File: config.mk
export PLATFORM = sky130hd
export DESIGN_NAME = region_lock_table_flat
export DESIGN_NICKNAME = d
export VERILOG_FILES = /design/src/rlt_pkg.sv /design/src/rlt_req_if.sv /design/src/rlt_rsp_if.sv /design/src/rlt_entry_store.sv /design/src/rlt_match_unit.sv /design/src/rlt_ctrl.sv /design/src/region_lock_table.sv /design/src/flat_wrapper.sv
export SDC_FILE = /design/constraint.sdc
export NUM_CORES = 2
export LEC_CHECK = 0
export BUFFER_PORTS_ARGS = -buffer_cell sky130_fd_sc_hd__buf_4
export CAP_MARGIN = 20
export CORE_ASPECT_RATIO = 2
export CORE_UTILIZATION = 59
export DETAILED_ROUTE_END_ITERATION = 10
export PLACE_DENSITY = 0.75
export SYNTH_ARGS = -nofsm -noshare
export SYNTH_HDL_FRONTEND = slang
export SYNTH_SLANG_ARGS = --single-unit
File: constraint.sdc
create_clock -name clk -period 13.7 [get_ports clk]
set_input_delay 0.685 -clock clk [delete_from_list [all_inputs] [get_ports clk]]
set_output_delay 0.685 -clock clk [all_outputs]
set_load 0.005 [all_outputs]
File: src/rlt_pkg.sv
`default_nettype none
// ----------------------------------------------------------------------------
// rlt_pkg
// Shared types and constants for the region lock table.
// ----------------------------------------------------------------------------
package rlt_pkg;

    localparam int ENTRIES  = 16;
    localparam int IDX_W    = $clog2(ENTRIES);
    localparam int COORD_W  = 16;
    localparam int HANDLE_W = 16;
    localparam int OWNER_W  = 8;

    localparam logic CMD_ACQUIRE = 1'b0;
    localparam logic CMD_RELEASE = 1'b1;

    localparam logic [HANDLE_W-1:0] HANDLE_FIRST = HANDLE_W'(1);
    localparam logic [HANDLE_W-1:0] HANDLE_LAST  = {HANDLE_W{1'b1}};

    typedef enum logic [2:0] {
        ST_GRANTED  = 3'd0,
        ST_CONFLICT = 3'd1,
        ST_FULL     = 3'd2,
        ST_RELEASED = 3'd3,
        ST_NOTFOUND = 3'd4
    } status_t;

    typedef enum logic [1:0] {
        S_IDLE,
        S_SCAN,
        S_COMMIT
    } state_t;

    typedef struct packed {
        logic                cmd;
        logic [COORD_W-1:0]  x_origin;
        logic [COORD_W-1:0]  y_origin;
        logic [COORD_W-1:0]  span_x;
        logic [COORD_W-1:0]  span_y;
        logic                is_write;
        logic [OWNER_W-1:0]  owner;
        logic [HANDLE_W-1:0] handle_in;
    } req_t;

    typedef struct packed {
        logic [HANDLE_W-1:0] handle;
        logic [OWNER_W-1:0]  owner;
        logic                write;
        logic [COORD_W-1:0]  x;
        logic [COORD_W-1:0]  y;
        logic [COORD_W-1:0]  w;
        logic [COORD_W-1:0]  h;
    } entry_t;

    typedef struct packed {
        logic             wr_en;
        logic             clr_en;
        logic [IDX_W-1:0] idx;
        entry_t           data;
    } store_cmd_t;

    typedef struct packed {
        logic overlap;
        logic key_match;
    } match_t;

endpackage
`default_nettype wire

File: src/rlt_req_if.sv
`default_nettype none
// ----------------------------------------------------------------------------
// rlt_req_if
// Request channel: valid/ready handshake with one request word.
// ----------------------------------------------------------------------------
interface rlt_req_if;
    import rlt_pkg::*;

    logic                valid;
    logic                ready;
    logic                cmd;
    logic [COORD_W-1:0]  x_origin;
    logic [COORD_W-1:0]  y_origin;
    logic [COORD_W-1:0]  span_x;
    logic [COORD_W-1:0]  span_y;
    logic                is_write;
    logic [OWNER_W-1:0]  owner;
    logic [HANDLE_W-1:0] handle_in;

    modport source (
        output valid, cmd, x_origin, y_origin, span_x, span_y, is_write, owner,
               handle_in,
        input  ready
    );

    modport sink (
        input  valid, cmd, x_origin, y_origin, span_x, span_y, is_write, owner,
               handle_in,
        output ready
    );
endinterface
`default_nettype wire

File: src/rlt_rsp_if.sv
`default_nettype none
// ----------------------------------------------------------------------------
// rlt_rsp_if
// Response channel: valid/ready handshake with one result word.
// ----------------------------------------------------------------------------
interface rlt_rsp_if;
    import rlt_pkg::*;

    logic                valid;
    logic                ready;
    status_t             status;
    logic [HANDLE_W-1:0] handle_out;

    modport source (
        output valid, status, handle_out,
        input  ready
    );

    modport sink (
        input  valid, status, handle_out,
        output ready
    );
endinterface
`default_nettype wire

File: src/rlt_entry_store.sv
`default_nettype none
// ----------------------------------------------------------------------------
// rlt_entry_store
// Lock entry memory with registered read and per-entry valid flags.
// ----------------------------------------------------------------------------
module rlt_entry_store (
    input  wire logic                    clk,
    input  wire logic                    rst_n,
    input  wire logic [rlt_pkg::IDX_W-1:0] rd_addr,
    input  wire rlt_pkg::store_cmd_t     store_cmd,
    output rlt_pkg::entry_t              rd_entry,
    output logic                         rd_valid
);
    import rlt_pkg::*;

    entry_t           mem [ENTRIES];
    logic [ENTRIES-1:0] valid_reg;
    entry_t           rd_entry_reg;
    logic             rd_valid_reg;

    always_ff @(posedge clk)
    begin
        if (store_cmd.wr_en)
        begin
            mem[store_cmd.idx] <= store_cmd.data;
        end
        rd_entry_reg <= mem[rd_addr];
    end

    always_ff @(posedge clk or negedge rst_n)
    begin
        if (!rst_n)
        begin
            valid_reg    <= '0;
            rd_valid_reg <= 1'b0;
        end
        else
        begin
            if (store_cmd.wr_en)
            begin
                valid_reg[store_cmd.idx] <= 1'b1;
            end
            else if (store_cmd.clr_en)
            begin
                valid_reg[store_cmd.idx] <= 1'b0;
            end
            rd_valid_reg <= valid_reg[rd_addr];
        end
    end

    assign rd_entry = rd_entry_reg;
    assign rd_valid = rd_valid_reg;
endmodule
`default_nettype wire

File: src/rlt_match_unit.sv
`default_nettype none
// ----------------------------------------------------------------------------
// rlt_match_unit
// Compare unit shared by all scan steps: region overlap and handle/owner key.
// ----------------------------------------------------------------------------
module rlt_match_unit (
    input  wire rlt_pkg::req_t   req,
    input  wire rlt_pkg::entry_t entry,
    output rlt_pkg::match_t      match
);
    import rlt_pkg::*;

    logic [COORD_W:0] e_x_end;
    logic [COORD_W:0] e_y_end;
    logic [COORD_W:0] r_x_end;
    logic [COORD_W:0] r_y_end;
    logic             apart_x;
    logic             apart_y;

    always_comb
    begin
        e_x_end = {1'b0, entry.x} + {1'b0, entry.w};
        e_y_end = {1'b0, entry.y} + {1'b0, entry.h};
        r_x_end = {1'b0, req.x_origin} + {1'b0, req.span_x};
        r_y_end = {1'b0, req.y_origin} + {1'b0, req.span_y};
        // closed ranges: touching edges still overlap
        apart_x = (e_x_end < {1'b0, req.x_origin}) || (r_x_end < {1'b0, entry.x});
        apart_y = (e_y_end < {1'b0, req.y_origin}) || (r_y_end < {1'b0, entry.y});
        match.overlap   = !apart_x && !apart_y;
        match.key_match = (entry.handle == req.handle_in) && (entry.owner == req.owner);
    end
endmodule
`default_nettype wire

File: src/rlt_ctrl.sv
`default_nettype none
// ----------------------------------------------------------------------------
// rlt_ctrl
// Sequencer: latches a request, scans every entry, commits the result.
// ----------------------------------------------------------------------------
module rlt_ctrl (
    input  wire logic                      clk,
    input  wire logic                      rst_n,
    rlt_req_if.sink                        req,
    rlt_rsp_if.source                      rsp,
    output rlt_pkg::req_t                  cur_req,
    output logic [rlt_pkg::IDX_W-1:0]      rd_addr,
    output rlt_pkg::store_cmd_t            store_cmd,
    input  wire rlt_pkg::entry_t           rd_entry,
    input  wire logic                      rd_valid,
    input  wire rlt_pkg::match_t           match
);
    import rlt_pkg::*;

    localparam logic [IDX_W-1:0] LAST_IDX = IDX_W'(ENTRIES - 1);

    state_t              state_reg,       state_next;
    req_t                req_reg,         req_next;
    logic [IDX_W-1:0]    scan_reg,        scan_next;
    logic                clash_reg,       clash_next;
    logic                free_found_reg,  free_found_next;
    logic [IDX_W-1:0]    free_idx_reg,    free_idx_next;
    logic                hit_reg,         hit_next;
    logic [IDX_W-1:0]    hit_idx_reg,     hit_idx_next;
    logic [HANDLE_W-1:0] next_handle_reg, next_handle_next;
    logic                out_valid_reg,   out_valid_next;
    status_t             out_status_reg,  out_status_next;
    logic [HANDLE_W-1:0] out_handle_reg,  out_handle_next;

    always_ff @(posedge clk or negedge rst_n)
    begin
        if (!rst_n)
        begin
            state_reg       <= S_IDLE;
            next_handle_reg <= HANDLE_FIRST;
            out_valid_reg   <= 1'b0;
        end
        else
        begin
            state_reg       <= state_next;
            next_handle_reg <= next_handle_next;
            out_valid_reg   <= out_valid_next;
        end
    end

    always_ff @(posedge clk)
    begin
        req_reg        <= req_next;
        scan_reg       <= scan_next;
        clash_reg      <= clash_next;
        free_found_reg <= free_found_next;
        free_idx_reg   <= free_idx_next;
        hit_reg        <= hit_next;
        hit_idx_reg    <= hit_idx_next;
        out_status_reg <= out_status_next;
        out_handle_reg <= out_handle_next;
    end

    always_comb
    begin
        state_next       = state_reg;
        req_next         = req_reg;
        scan_next        = scan_reg;
        clash_next       = clash_reg;
        free_found_next  = free_found_reg;
        free_idx_next    = free_idx_reg;
        hit_next         = hit_reg;
        hit_idx_next     = hit_idx_reg;
        next_handle_next = next_handle_reg;
        out_valid_next   = out_valid_reg;
        out_status_next  = out_status_reg;
        out_handle_next  = out_handle_reg;
        req.ready        = 1'b0;
        rd_addr          = '0;
        store_cmd.wr_en  = 1'b0;
        store_cmd.clr_en = 1'b0;
        store_cmd.idx    = free_idx_reg;
        store_cmd.data.handle = next_handle_reg;
        store_cmd.data.owner  = req_reg.owner;
        store_cmd.data.write  = req_reg.is_write;
        store_cmd.data.x      = req_reg.x_origin;
        store_cmd.data.y      = req_reg.y_origin;
        store_cmd.data.w      = req_reg.span_x;
        store_cmd.data.h      = req_reg.span_y;

        if (out_valid_reg && rsp.ready)
        begin
            out_valid_next = 1'b0;
        end

        unique case (state_reg)
            S_IDLE:
            begin
                req.ready = 1'b1;
                if (req.valid)
                begin
                    req_next.cmd       = req.cmd;
                    req_next.x_origin  = req.x_origin;
                    req_next.y_origin  = req.y_origin;
                    req_next.span_x    = req.span_x;
                    req_next.span_y    = req.span_y;
                    req_next.is_write  = req.is_write;
                    req_next.owner     = req.owner;
                    req_next.handle_in = req.handle_in;
                    scan_next          = '0;
                    clash_next         = 1'b0;
                    free_found_next    = 1'b0;
                    hit_next           = 1'b0;
                    state_next         = S_SCAN;
                end
            end
            S_SCAN:
            begin
                rd_addr = scan_reg + IDX_W'(1);
                if (req_reg.cmd == CMD_ACQUIRE)
                begin
                    if (rd_valid)
                    begin
                        if ((req_reg.is_write || rd_entry.write) && match.overlap)
                        begin
                            clash_next = 1'b1;
                        end
                    end
                    else if (!free_found_reg)
                    begin
                        free_found_next = 1'b1;
                        free_idx_next   = scan_reg;
                    end
                end
                else if (rd_valid && match.key_match && !hit_reg)
                begin
                    hit_next     = 1'b1;
                    hit_idx_next = scan_reg;
                end
                if (scan_reg == LAST_IDX)
                begin
                    state_next = S_COMMIT;
                end
                else
                begin
                    scan_next = scan_reg + IDX_W'(1);
                end
            end
            S_COMMIT:
            begin
                if (!out_valid_reg || rsp.ready)
                begin
                    out_valid_next  = 1'b1;
                    out_handle_next = '0;
                    state_next      = S_IDLE;
                    if (req_reg.cmd == CMD_ACQUIRE)
                    begin
                        if (clash_reg)
                        begin
                            out_status_next = ST_CONFLICT;
                        end
                        else if (!free_found_reg)
                        begin
                            out_status_next = ST_FULL;
                        end
                        else
                        begin
                            out_status_next = ST_GRANTED;
                            out_handle_next = next_handle_reg;
                            store_cmd.wr_en = 1'b1;
                            next_handle_next = (next_handle_reg == HANDLE_LAST) ?
                                HANDLE_FIRST : next_handle_reg + HANDLE_W'(1);
                        end
                    end
                    else if (hit_reg)
                    begin
                        out_status_next  = ST_RELEASED;
                        store_cmd.clr_en = 1'b1;
                        store_cmd.idx    = hit_idx_reg;
                    end
                    else
                    begin
                        out_status_next = ST_NOTFOUND;
                    end
                end
            end
            default:
            begin
                state_next = S_IDLE;
            end
        endcase
    end

    assign cur_req        = req_reg;
    assign rsp.valid      = out_valid_reg;
    assign rsp.status     = out_status_reg;
    assign rsp.handle_out = out_handle_reg;
endmodule
`default_nettype wire

File: src/region_lock_table.sv
`default_nettype none
// ----------------------------------------------------------------------------
// region_lock_table
// Reader/writer rectangular region lock table with handle-based release.
// ----------------------------------------------------------------------------
// The request is accepted in the idle state and entry 0 is read at the accepting
// edge; the scan then steps through every entry and the commit state registers
// the result word.
// A new request is taken only once the table is back in idle after the commit of
// the last one. A result word still held stalls the commit.
// Reset: all entries free, next handle 1, no clearing pass needed.
// ----------------------------------------------------------------------------
module region_lock_table (
    input  wire logic clk,
    input  wire logic rst_n,
    rlt_req_if.sink   req,
    rlt_rsp_if.source rsp
);
    import rlt_pkg::*;

    req_t             cur_req;
    logic [IDX_W-1:0] rd_addr;
    store_cmd_t       store_cmd;
    entry_t           rd_entry;
    logic             rd_valid;
    match_t           match;

    rlt_ctrl u_ctrl (
        .clk       (clk),
        .rst_n     (rst_n),
        .req       (req),
        .rsp       (rsp),
        .cur_req   (cur_req),
        .rd_addr   (rd_addr),
        .store_cmd (store_cmd),
        .rd_entry  (rd_entry),
        .rd_valid  (rd_valid),
        .match     (match)
    );

    rlt_entry_store u_store (
        .clk       (clk),
        .rst_n     (rst_n),
        .rd_addr   (rd_addr),
        .store_cmd (store_cmd),
        .rd_entry  (rd_entry),
        .rd_valid  (rd_valid)
    );

    rlt_match_unit u_match (
        .req   (cur_req),
        .entry (rd_entry),
        .match (match)
    );
endmodule
`default_nettype wire

File: src/flat_wrapper.sv
// flat-port wrapper written by rule: the top's interface ports become plain ports
module region_lock_table_flat import rlt_pkg::*;
  (clk, rst_n, req_valid, req_cmd, req_x_origin, req_y_origin, req_span_x, req_span_y, req_is_write, req_owner, req_handle_in, req_ready, rsp_valid, rsp_status, rsp_handle_out, rsp_ready);
  rlt_req_if req_i ();
  rlt_rsp_if rsp_i ();
  input  wire logic clk;
  input  wire logic rst_n;
  input wire logic [$bits(req_i.valid)-1:0] req_valid;
  input wire logic [$bits(req_i.cmd)-1:0] req_cmd;
  input wire logic [$bits(req_i.x_origin)-1:0] req_x_origin;
  input wire logic [$bits(req_i.y_origin)-1:0] req_y_origin;
  input wire logic [$bits(req_i.span_x)-1:0] req_span_x;
  input wire logic [$bits(req_i.span_y)-1:0] req_span_y;
  input wire logic [$bits(req_i.is_write)-1:0] req_is_write;
  input wire logic [$bits(req_i.owner)-1:0] req_owner;
  input wire logic [$bits(req_i.handle_in)-1:0] req_handle_in;
  output wire logic [$bits(req_i.ready)-1:0] req_ready;
  output wire logic [$bits(rsp_i.valid)-1:0] rsp_valid;
  output wire logic [$bits(rsp_i.status)-1:0] rsp_status;
  output wire logic [$bits(rsp_i.handle_out)-1:0] rsp_handle_out;
  input wire logic [$bits(rsp_i.ready)-1:0] rsp_ready;
  assign req_i.valid = req_valid;
  assign req_i.cmd = req_cmd;
  assign req_i.x_origin = req_x_origin;
  assign req_i.y_origin = req_y_origin;
  assign req_i.span_x = req_span_x;
  assign req_i.span_y = req_span_y;
  assign req_i.is_write = req_is_write;
  assign req_i.owner = req_owner;
  assign req_i.handle_in = req_handle_in;
  assign req_ready = req_i.ready;
  assign rsp_valid = rsp_i.valid;
  assign rsp_status = rsp_i.status;
  assign rsp_handle_out = rsp_i.handle_out;
  assign rsp_i.ready = rsp_ready;
  region_lock_table u_core (.clk(clk), .rst_n(rst_n), .req(req_i), .rsp(rsp_i));
endmodule
; Word level (Yosys, flattened, before mapping)
; Memories as Yosys holds them, arrays and structs flattened. A register that Yosys moved wholly into a read port is not among the register bits.
; Index checks and enable logic that the tools add are counted.
[op_classes]
add_sub_neg = 6
magnitude_cmp = 7
eq_ne = 16
muxes = 43
n_bitwise = 7
n_reduce_logical = 29
[ops]
columns = cell, n
row1 = $add 16x16->17, 4
row2 = $lt 17x16->1, 4
row3 = $mux 16, 3
row4 = $ne 2x2->1 const B, 10
row5 = $mux 1, 19
row6 = $add 16x1->16 const B, 1
row7 = $and 16x16->16, 1
row8 = $eq 16x16->1, 1
row9 = $eq 16x16->1 const B, 1
row10 = $not 16->16, 1
row11 = $or 16x16->16, 1
row12 = $mux 4, 3
row13 = $mux 6, 2
row14 = $reduce_and 4->1, 3
row15 = $lt 4x5->1 const B, 2
row16 = $mux 5, 2
row17 = $reduce_and 5->1, 2
row18 = $mux 3, 3
row19 = $reduce_and 3->1, 3
row20 = $eq 8x8->1, 1
row21 = $mux 2, 4
row22 = $pmux 4 s2, 1
row23 = $logic_and 1x1->1, 7
row24 = $pmux 1 s2, 3
row25 = other kinds (15), 26
[totals]
ff_bits = 160
ramBits = 1424
inputBits = 94
output_inout_bits = 21
word_cells = 130
mem_count = 1
[memory_table]
columns = name, depth, width, read_ports, rd_clocked_by_memory_dff, write_ports, line_no
row1 = u_core.u_store.mem, 16, 89, 1, 1, 1, rlt_entry_store.sv:16  ; entry_t mem [ENTRIES];

; Depth between registers and ports, before layout
[depth]
depth_word = 13
ltp_mapped = 19
ltp_nobuf = 19

; By module
; From an unflattened synthesis, not the netlist that was laid out.
[unflattened]
hier_cells = 3306
area_unflattened_um2 = 65804.4
[by_module_without_submodules]
columns = mod, n_inst, cells_each, area_each_um2, seq_area_each_um2
row1 = rlt_entry_store, 1, 2348, 55707.2, 44968.1
row2 = rlt_ctrl, 1, 348, 5580.4, 4200.3
row3 = rlt_match_unit, 1, 610, 4516.8, 0.0

; Least setup slack after synthesis
; No wires, ideal clock.
[synth_path]
path_kind = in2reg
start = in rsp_ready
end = mem u_core.u_store.mem[12][0] in the netlist's numbering (enable)
setup_ps = 538
t_arrival_ps = 6597
required_ps = 13162
path_slack_ps = 6565
path_stages = 7
n_path_buf = 0
path_cell_list = nand2b_1 nor2b_1 nand3_1 or3_1 o31ai_1 nand2_1 nor2_1
[synth_via]
elab_chain_len = 5
[synth_lines]
columns = element, line_no
row1 = from (decl), flat_wrapper.sv:21  ; input wire logic [$bits(rsp_i.ready)-1:0] rsp_ready;
row2 = $logic_or 1x1->1 (*), rlt_ctrl.sv:151  ; if (!out_valid_reg || rsp.ready)
row3 = $mux 6 (*), rlt_ctrl.sv:151
row4 = $mux 6 (*), rlt_ctrl.sv:96  ; unique case (state_reg)
row5 = $mux 1, rlt_entry_store.sv:23  ; if (store_cmd.wr_en)
row6 = $mux 1 (not written as such), rlt_entry_store.sv:25  ; mem[store_cmd.idx] <= store_cmd.data;
row7 = to (decl), rlt_entry_store.sv:16
; Mark *: on every way between the ends. The rest lies on a longest branch, timed or not.

; Worst setup path after layout
[layout_path]
start = reg u_core.u_ctrl.state_reg[1]
end = reg, netlist name u_core.u_store.rd_entry[5]
[layout_via]
elab_chain_len = 2
[layout_lines]
columns = element, line_no
row1 = from (decl), rlt_ctrl.sv:22  ; state_t state_reg, state_next;
row2 = from (signal assigned), rlt_ctrl.sv:45  ; state_reg <= state_next;
row3 = $eq 2x1->1, rlt_ctrl.sv:96
row4 = $mux 4, rlt_ctrl.sv:96
; No other way between the ends.
; A chain may end at the register's enable or synchronous reset.

==> qor.csv <==
metric,value,unit
ys_seq_area_frac,0.726,
syn_area,67700,sq um
cts_buffers,138,
wl_per_cell,26.6,um
grt_use_met2,0.490,
initial_core_util,0.595,
ir_drop,317,uV
core-area,114000,sq um
hold_path_end,u_core.u_ctrl.cur_req[14]$_DFFE_PP_,
final-setup-viol-count,0,
reg2regPathDepth,10,
avgSynthCellArea,16.0,sq um
crit_type,reg -> reg,
ys_top_cells_by_count,"edfxtp_1 (1548), nand2_1 (401), mux2i_1 (360), nor2b_1 (196), a211oi_1 (191)",
min_period,4.92,ns
final_core_util,0.657,
rows,175,
synth_most_common_cell,edfxtp_1,
yosys_warnings,0,
drive_gt1_frac,0.119,
clock_sinks,1673,
fin_skew,0.0223,ns
critPathRequiredTime,14.40,ns
clkLatencyLatePin,0.77,ns
grt.met1_usage,0.319,
synth_edf_count,1548,
slew_viol_final,0,
dr.pass1.iters,5,
crit_top_cell,buf_4,
slowest_stage,buf_4,
placed_area,70300,sq um
hold_start,req_handle_in[14],
worstPathMaxFanout,207,
synthCells,4232,
grt_setup_unrepaired,no,
vias_per_cell,6.32,
critPathLaunchType,flop,
dr.first_iter.drc_count,3254,
synthArstFlopShare,0.0215,
holdPathStages,1,
yosysTopAreaCell,edfxtp_1,
gp_congestion,0.907,
die_area,116000,sq um
syn_to_final_growth,10.5,%
grt_max_degree,208,
endpoint_kind,flop,
fmax,203,MHz
synth_top_cells_by_area,"edfxtp_1 (69%), mux2i_1 (5.3%), mux4_2 (3.0%)",
drc_errors,0,
hold_viol_final,0,
finalSetupTns,0,ns
clockRootBuffer,clkbuf_16,
grt_pass1_vias,39000,
crit_chain,"nand2b_1, buf_4, inv_4, nand2b_4, clkinv_16, buf_4, buf_4, mux2i_1, mux4_2, a21oi_1",
nets,4570,
r2r_start,u_core.u_ctrl.state_reg[1]$_DFFE_PN0P_,
synth.distinct_cells,66,
clk_path_buf_depth,3,
leakage,25.1,nW
num_io_pins,115,
grt.total_usage,0.275,
fin_hold_ws,0.0876,ns
antenna_left,0,
grt-busiest-layer,met2,
rrSetupSlack,8.78,ns
num_vias,37700,
synth_nets,4456,
post-route-period-util,0.359,
grt_pass1_wl,236,mm
dieWidth,242,um
gr-total-overflow,0,
grt_use_met3,0.0376,
cts.clk_slew.worst_paths,0.07,ns
largest_reg_flops,1424,
synth.ff_latch_count,1673,
holdCritPathClass,in -> reg,
stdcell_area,74800,sq um
die_h,481,um
portBuffers,114,
tightest_slew,1.17,ns
slew_headroom,0.217,
outcome,"complete, no violations",
routed_wl,159,mm
cp.arrival,5.61,ns
synthFlopType,edfxtp_1,
yosys.area.top_type_share,0.686,
cap_viol_max_count,0,
cts_tree,done,
antenna_found_initial,1,
critPathMaxStageDelay,0.79,ns
final_cells,5966,
p_per_area,219,nW/um^2
dp_hpwl,89.8,mm
cts_max_level,4,
placed_cells,5708,
rr_endpoint,u_core.u_store.rd_entry[5]$_DFF_P_,
==> cell families after synthesis <==
kind of cell | Yosys count | share of synthesized area
simple gates | 902 | 0.0631
buf+inv | 314 | 0.0208
flops | 1673 | 0.726
fa+ha+maj | 130 | 0.0245
xor+xnor | 83 | 0.0107
mux | 450 | 0.0831
compound gates | 680 | 0.0719
==> worst max-delay path by stage <==
stage | slack [ns] | cells after the start | to | from
after floorplan | 6.57 | 7 | u_core.u_store.mem[12][0]$_DFFE_PP_ | rsp_ready
after global placement | 9.02 | 10 | u_core.u_store.rd_entry[5]$_DFF_P_ | u_core.u_ctrl.state_reg[1]$_DFFE_PN0P_
after detailed placement | 8.89 | 10 | u_core.u_store.rd_entry[4]$_DFF_P_ | u_core.u_ctrl.state_reg[1]$_DFFE_PN0P_
after CTS | 8.86 | 10 | u_core.u_store.rd_entry[5]$_DFF_P_ | u_core.u_ctrl.state_reg[1]$_DFFE_PN0P_
after global routing | 8.61 | 10 | u_core.u_store.rd_entry[5]$_DFF_P_ | u_core.u_ctrl.state_reg[1]$_DFFE_PN0P_
final | 8.78 | 10 | u_core.u_store.rd_entry[5]$_DFF_P_ | u_core.u_ctrl.state_reg[1]$_DFFE_PN0P_
==> where the power goes <==
group / leakage (nW) / total, mW / internal [mW] / switching [mW]
Sequential: 14.7 / 6.14 / 5.88 / 0.255
Combinational: 8.19 / 6.26 / 2.36 / 3.90
Clock: 2.20 / 3.95 / 2.16 / 1.80
Total: 25.1 / 16.3 / 10.4 / 5.95
==> cell usage in the layout, fill, tap and decap left out, types with 68 or more instances in the layout <==
master and instances:
nor3_1 112, buf_4 194, dfxtp_1 89, nand2_1 400
a211oi_1 191, a21oi_1 140, mux2i_1 360, nor2_1 68
ha_1 126, mux4_2 90, nor2b_1 195, a311oi_1 180
edfxtp_1 1548, inv_1 84, clkbuf_16 140
==> worst max-delay path: cells and delay by family (launching register included) <==
| family | cells | cell delay (ns) |
|---|---|---|
| and+or+nand+nor | 2 | 0.65 |
| AOI/OAI and AO/OA | 1 | 0.16 |
| buffers and inverters | 5 | 2.61 |
| DFF | 1 | 0.39 |
| muxes | 2 | 0.73 |
==> metal layers <==
layer	up-vias	wire, um	part of all wire
met3	398	9220	0.058
met2	1524	82900	0.52
li1	16700	-	-
met4	0	8950	0.056
met5	-	0	0
met1	19100	57700	0.36
==> stage by stage <==
stage / setup WS (ns) / total power, mW
detailed placement: 8.89 / 12.5
global placement: 9.02 / 12.3
global route: 8.61 / 17.1
finish: 8.78 / 16.4
CTS: 8.86 / 16.4
floorplan: 6.57 / 10.7
==> cell type report <==
class / instances / area [sq um]
flip-flops and latches: 1673 / 49200
fillers: 7738 / 39000
multi-input cells: 2245 / 17300
clock buffers: 174 / 3710
well taps: 1504 / 1880
repair buffers: 199 / 1550
clock inverters: 81 / 818
inverters: 89 / 375
diodes: 1 / 2.50
==> repair_timing <==
| action | CTS | global route |
|---|---|---|
| hold buffers | 1 | 0 |
| gates resized for setup | 0 | 0 |
| setup buffers | 0 | 0 |
| endpoints found under the hold margin | 35 | 0 |
Power figures use the tool's default switching activity.
